## config.mk

```make
export PLATFORM = sky130hd
export DESIGN_NAME = chm_ram
export DESIGN_NICKNAME = d
export VERILOG_FILES = /design/src/rtl/core/chm_ram.sv
export SDC_FILE = /design/constraint.sdc
export NUM_CORES = 1
export LEC_CHECK = 0
export BUFFER_PORTS_ARGS = -buffer_cell sky130_fd_sc_hd__buf_2
export CAP_MARGIN = 20
export CORE_MARGIN = 2
export CORE_UTILIZATION = 50
export CTS_CLUSTER_SIZE = 28
export DETAILED_ROUTE_END_ITERATION = 6
export GPL_ROUTABILITY_DRIVEN = 0
export HOLD_SLACK_MARGIN = 0.15
export PLACE_DENSITY_LB_ADDON = 0.3
export SLEW_MARGIN = 5
export SYNTH_ARGS = -nofsm -noshare
export SYNTH_HDL_FRONTEND = slang
export SYNTH_SLANG_ARGS = --single-unit
```

## constraint.sdc

```tcl
create_clock -name clk -period 2.1 [get_ports clk]
set_input_delay 0.21 -clock clk [delete_from_list [all_inputs] [get_ports clk]]
set_output_delay 0.21 -clock clk [all_outputs]
set_load 0.01 [all_outputs]
```

## src/rtl/core/chm_ram.sv

```systemverilog
module chm_ram #(
    parameter int unsigned WIDTH = 8,
    parameter int unsigned DEPTH = 16
) (
    input  logic                             clk,
    input  logic                             we,
    input  logic [$clog2(DEPTH > 1 ? DEPTH : 2)-1:0] waddr,
    input  logic [WIDTH-1:0]                 wdata,
    input  logic [$clog2(DEPTH > 1 ? DEPTH : 2)-1:0] raddr,
    output logic [WIDTH-1:0]                 rdata
);

    logic [WIDTH-1:0] mem [DEPTH];

    // Write port and registered read port
    always_ff @(posedge clk)
    begin
        if (we)
        begin
            mem[waddr] <= wdata;
        end
        rdata <= mem[raddr];
    end

endmodule

```

* Word-level counts from Yosys, hierarchy flattened
Memory sizes are Yosys's and may differ from the RTL's. A register that Yosys moved wholly into a read port is not among the register bits. Cells that the tools add are included.
Word-level totals: register bits after elaboration 0, RAM bits 128, input port bits 18, output and inout port bits 8, word-level logic and storage cells 3, memories 1
Operators by class: mux-type cells 2
Memories:
- mem | depth 16, bits a word 8, read ports 1, clocked after memory_dff 1, wr ports 1, RTL line 13 | logic [WIDTH-1:0] mem [DEPTH];
Operators by type and width (count):
- 2-to-1 mux 1 bit | 2

* Longest topological paths before layout
Gate-level depths: netlist of run 1.
depth in word-level cells 2, mapped depth 5, depth with buffers taken out 3

* Least setup slack after synthesis of run 1
No wires, ideal clock.
path type input -> register, from input port waddr[2] (netlist bit), to memory mem[0][0], enable pin, setup time 0.383 ns, arrival 1.320 ns, data required time 1.717 ns, setup slack 0.397 ns, cell stages on the path 2, path buffers 0, cells stage by stage or3b_2 > nor3_1
RTL lines:
- start: declaration | RTL line 7 | input logic [$clog2(DEPTH > 1 ? DEPTH : 2)-1:0] waddr,
- end: declaration | RTL line 13
Straight into the memory's write port.

==> results.yml, run 1 <==
status:
  outcome: "finished, final reports clean"
pwr:
  intPower_mw: 4.86
  p_seq_frac: 0.497
  power_density_mw_per_mm2: 994
  combPwrFrac: 0.049
  p_sw_frac: 0.210
  p_leak_nw: 2.11
  pwr-share-clk: 0.455
  p_switching_mw: 1.29
  peakVddDrop_mv: 0.585
final_layout:
  fill_cells: 699
  syn_to_final_growth_pct: 20.1
  stdcell_count: 439
  drive_above_1_share: 0.304
  finalNetCount: 308
  utilization: 0.610
  diodes: 0
cts:
  tritoncts: "built"
  cts_buffers: 17
  ctsRootBufferMaster: "clkbuf_8"
  ctsLongestPathBuffers: 2
  clk_latency_ns: 0.51
  htreeDepth: 4
  clock-sinks: 136
  path_clk_slew_ns: 0.06
worst_setup_path:
  worst_setup_path_end_kind: "flop"
  cp.required_ns: 2.50
  r2r_slack_ns: 0.70
  critPathLaunchType: "flop"
  critPathMaxFanout: 1
  arrival_ns: 1.79
  worst-setup-path-type: "flop to flop"
  rr_worst_depth: 3
place:
  post-place-ws_ns: 0.325
  io_buffers: 25
  dp_hpwl_um: 6220
  dpl.cell_count: 399
synth:
  synth_area_sq_mm: 0.00515
  syn_inst: 229
  netlist.area_leader.share: 0.747
  synthAdderAreaFrac: 0
  yosysWarnings: 0
  ys_seq_area_frac: 0.778
  synthDistinctLibCells: 19
  synth_xor_area_frac: 0
  syn_nets: 247
  synth_top_cell_by_area: "edfxtp_1"
  synth-seq-cells: 136
  syn_avg_cell_area_sq_um: 22.5
  synthTopCellsByArea: "edfxtp_1 (75%), mux4_2 (7.9%), mux4_1 (7.1%)"
  synth_compound_area_frac: 0.0233
  muxShareOfSynthArea: 0.150
  synth_top_family_by_area: "multiplexers"
  yosys.area_share.simple: 0.0318
sta:
  fin_crit_sh: 0.665
  final.setup.worst_slack_ns: 0.704
  setup_viol: 0
  setup_tns_ns: 0
  hold_viol_final: 0
  period_minus_slack_ns: 1.40
  finalClockSkew_ns: 0.00852
  fmax_ghz: 0.716
  slew_viol_final: 0
  rsz0062_at_grt: "no"
  worst_hold_slack_ns: 0.247
  max-slew-margin-rel: 0.489
  tightest_slew_ns: 0.766
die:
  pin_count: 26
  die_w_um: 105
  die_y_um: 105
  die_area_sq_mm: 0.0111
  initial_core_util: 0.508
  rows: 37
  coreArea_sq_mm: 0.0101
global_routing:
  grt_usage: 0.195
  grt_pass1_vias: 2505
  antenna_found_initial: 0
  gr-total-overflow: 0
  grt_max_degree: 21
  grt_pass1_wl_um: 15000
worst_hold_path:
  min_path_type: "primary input to flop"
  hold-path-cell-count: 3
routing:
  dr.first_iter.drc_count: 263
  firstDrtPassIters: 4
  vias_per_cell: 5.64
  avgRoutedWirePerCell_um: 22.6
  wl_um: 9930
  drc_errors: 0
  ant_nets: 0
  num_vias: 2475
job:
  cap_violations: 0
## Yosys cell counts (all sizes together)
master	count
nor2	13
nor3	4
or3b	1
clkdlybuf4s25	3
nor2b	1
and2b	1
nand3b	2
nand2	9
nand3	1
dfxtp	8
a22oi	16
and2	1
buf	7
nand2b	2
mux4	32
edfxtp	128
## path summary, 6_finish.rpt
check / startpoint / endpoint
max: mem[9][4]$_DFFE_PP_ / rdata[4]$_DFF_P_
min: waddr[2] / mem[3][0]$_DFFE_PP_
max reg2reg: mem[9][4]$_DFFE_PP_ / rdata[4]$_DFF_P_
min reg2reg: mem[4][2]$_DFFE_PP_ / rdata[2]$_DFF_P_
## what timing repair did
item	4_1_cts	5_1_grt
gates resized for setup	0	0
buffers inserted	0	0
hold buffers	8	0
hold endpoints to repair	128	0
## power by group through the flow
stage               clock (mW)  combinational, mW  sequential, mW
floorplan                    0              0.154            3.11
global placement             0              0.284            3.11
detailed placement           0              0.290            3.11
CTS                       2.82              0.303            3.05
global route              2.93              0.325            3.06
finish                    2.79              0.298            3.05
## final cells by class
class	instances	area (sq um)	area share
clock inverter	15	151	0.0245
tap	136	170	0.0275
sequential	136	4000	0.648
multi-input combinational	83	1060	0.171
timing repair buffer	52	385	0.0623
clock buffer	17	414	0.0670
## sequential cells by signal, indices dropped and copies added, names as in the netlist
| register | count |
|---|---|
| rdata | 8 |
| mem | 128 |
## cells in the final DEF (no fill, tap or decap), drive strengths merged
cell / count
dlygate4sd3: 8
buf: 44
inv: 3
nand2b: 2
nor2b: 1
clkbuf: 17
nand3b: 2
nor2: 13
a22oi: 16
clkinv: 7
clkinvlp: 3
mux4: 32
edfxtp: 128
or3b: 1
nor3: 4
nand2: 9
nand3: 1
dfxtp: 8
and2b: 1
and2: 1
bufinv: 2
## layer usage
| layer | global-route usage | wire [um] | up-vias |
|---|---|---|---|
| li1 | - | - | 1098 |
| met2 | 0.285 | 4670 | 76 |
| met1 | 0.274 | 4500 | 1289 |
| met3 | 0.0637 | 582 | 12 |
| met4 | 0.0781 | 176 | 0 |
| met5 | 0 | 0 | - |
## cell families after synthesis
| logic type | count (synthesis) |
|---|---|
| DFF | 136 |
| and+or+nand+nor | 35 |
| muxes | 32 |
| AOI/OAI and AO/OA | 16 |
| buffers and inverters | 10 |
## worst max-delay path: stages, from the launching register on
cell and delay [ns]:
edfxtp_1 0.37, mux4_1 0.50, a22oi_1 0.33, nand2_1 0.08
## metrics by stage
| stage | cell area [sq um] | power, mW |
|---|---|---|
| floorplan | 5150 | 3.27 |
| global placement | 5540 | 3.39 |
| detailed placement | 5540 | 3.40 |
| CTS | 6180 | 6.18 |
| global route | 6180 | 6.31 |
| finish | 6180 | 6.14 |
Note: power is estimated with default switching activity, not from simulation.
==> run 2: changes to the inputs <==
clock period = 1.41 ns   (was 2.1 ns; I/O delays follow)
==> run 2 against run 1 <==
  * Cell count increased by 2.7%
  * Worst setup slack got worse by 0.62 ns
  * Sequential power increased by 49%
  * Register-to-register slack got worse by 0.62 ns
  * Clock power increased by 52%
  * Total power increased by 50%
  * Cell area increased by 2.0%
  * Via count increased by 1.4%
  * Clock skew decreased by 0.0017 ns
  * Hold slack got worse by 0.052 ns
  * Critical path depth unchanged
  * First-iteration DRC count decreased by 24%
  * Largest power group unchanged
==> results.yml, run 2 (synthesized netlist as in run 1, its figures left out) <==
pwr:
  power_density_mw_per_mm2: 1470
  peakVddDrop_mv: 0.801
  power.total_mw: 9.24
  p_leak_nw: 2.18
cts:
  cts_buffers: 17
  htreeDepth: 4
  path_clk_slew_ns: 0.06
  clock-sinks: 136
  ctsLongestPathBuffers: 2
  cts_setup_buffers: 0
  ctsRootBufferMaster: "clkbuf_8"
  tritoncts: "built"
  clk_latency_ns: 0.52
final_layout:
  fin_area_sq_mm: 0.00630
  utilization: 0.622
  largest_register_ffs: 128
  finalNetCount: 320
  regMostFlops: "mem"
  diodes: 0
  largest_registers: "mem (128), rdata (8)"
  syn_to_final_growth_pct: 22.5
  drive_above_1_share: 0.340
  mostFrequentLayoutCell: "edfxtp_1"
  layout_common_cells: "edfxtp_1 (128), buf_4 (26), buf_2 (25)"
  fill_cells: 689
  seq_area_sq_mm: 0.00400
  multi_input_area_sq_mm: 0.00107
worst_setup_path:
  arrival_ns: 1.74
  cp.required_ns: 1.82
  worst_setup_path_end_kind: "flop"
  max_stage_delay_ns: 0.50
  worst-setup-path-type: "flop to flop"
  critPathLaunchType: "flop"
  path_buf_inv: 0
  slowest_stage: "mux4_1"
  worstPathCellList: "mux4_1 -> a22oi_1 -> nand2_1"
  critPathTopFamily: "multiplexers"
  critPathMaxFanout: 1
global_routing:
  grt_pass1_wl_um: 15300
  gr-total-overflow: 0
  grt_max_degree: 23
  grt_pass1_vias: 2565
  grt_usage: 0.200
  antenna_found_initial: 0
sta:
  fmax_ghz: 0.756
  setup_viol: 0
  worst_hold_slack_ns: 0.194
  final.setup.worst_slack_ns: 0.0879
  rsz0062_at_grt: "no"
  finalClockSkew_ns: 0.00679
  max-slew-margin-rel: 0.450
  fin_crit_sh: 0.938
  hold_viol_final: 0
  slew_viol_final: 0
  period_minus_slack_ns: 1.32
  tightest_slew_ns: 0.823
die:
  die_w_um: 105
  die_y_um: 105
  die_area_sq_mm: 0.0111
  coreArea_sq_mm: 0.0101
  rows: 37
  pin_count: 26
  initial_core_util: 0.508
worst_hold_path:
  min_path_type: "primary input to flop"
routing:
  num_vias: 2510
  wl_um: 9960
  vias_per_cell: 5.57
  firstDrtPassIters: 4
  avgRoutedWirePerCell_um: 22.1
  dr.first_iter.drc_count: 200
  ant_nets: 0
  drc_errors: 0
place:
  post-place-ws_ns: -0.142
  dp_hpwl_um: 6440
  placed_area_sq_mm: 0.00562
  io_buffers: 25
status:
  outcome: "finished, final reports clean"
job:
  cap_violations: 0
run 2: where the power goes:
| group | leakage (nW) | internal (mW) | switching (mW) |
|---|---|---|---|
| logic | 0.679 | 0.216 | 0.242 |
| clock network | 0.274 | 2.55 | 1.68 |
| registers | 1.22 | 4.52 | 0.0307 |
| total | 2.18 | 7.28 | 1.95 |
run 2: cell type report:
| cell class | count | share of cell area |
|---|---|---|
| Clock inverter | 15 | 0.0266 |
| Clock buffer | 17 | 0.0657 |
| Sequential cell | 136 | 0.635 |
| Multi-Input combinational cell | 83 | 0.169 |
| Timing Repair Buffer | 64 | 0.0762 |
| Tap cell | 136 | 0.0270 |
run 2: worst reg2reg max path, stage by stage, from the launching register on:
cell and delay, ns:
edfxtp_1 0.38, mux4_1 0.50, a22oi_1 0.25, nand2_1 0.08
run 2: per-layer routing:
metal | GRT usage | vias up | part of all wire
met5 | 0 | - | 0
met4 | 0.0733 | 0 | 0.020
met3 | 0.0606 | 16 | 0.067
met2 | 0.314 | 86 | 0.50
met1 | 0.266 | 1280 | 0.42
li1 | - | 1128 | -
run 2: final timing paths:
check,slack [ns],to,startpoint,depth (start not counted)
setup / recovery,0.09,rdata[0]$_DFF_P_,mem[0][0]$_DFFE_PP_,3
hold / removal,0.19,rdata[2]$_DFF_P_,raddr[2],4
setup reg to reg,0.09,rdata[0]$_DFF_P_,mem[0][0]$_DFFE_PP_,3
hold reg to reg,0.68,rdata[0]$_DFF_P_,mem[13][0]$_DFFE_PP_,3
run 2: timing repair:
action,in CTS,in global routing
endpoints found under the setup margin,0,1
hold endpoints to repair,131,0
resized for setup,0,1
hold buffers,10,0
run 2: through the flow:
step / TNS [ns] / std cells
3_3_place_gp: -0.991 / 409
4_1_cts: 0 / 451
3_5_place_dp: -1.23 / 409
5_1_grt: 0 / 451
6_report: 0 / 451
2_1_floorplan: 0 / 229
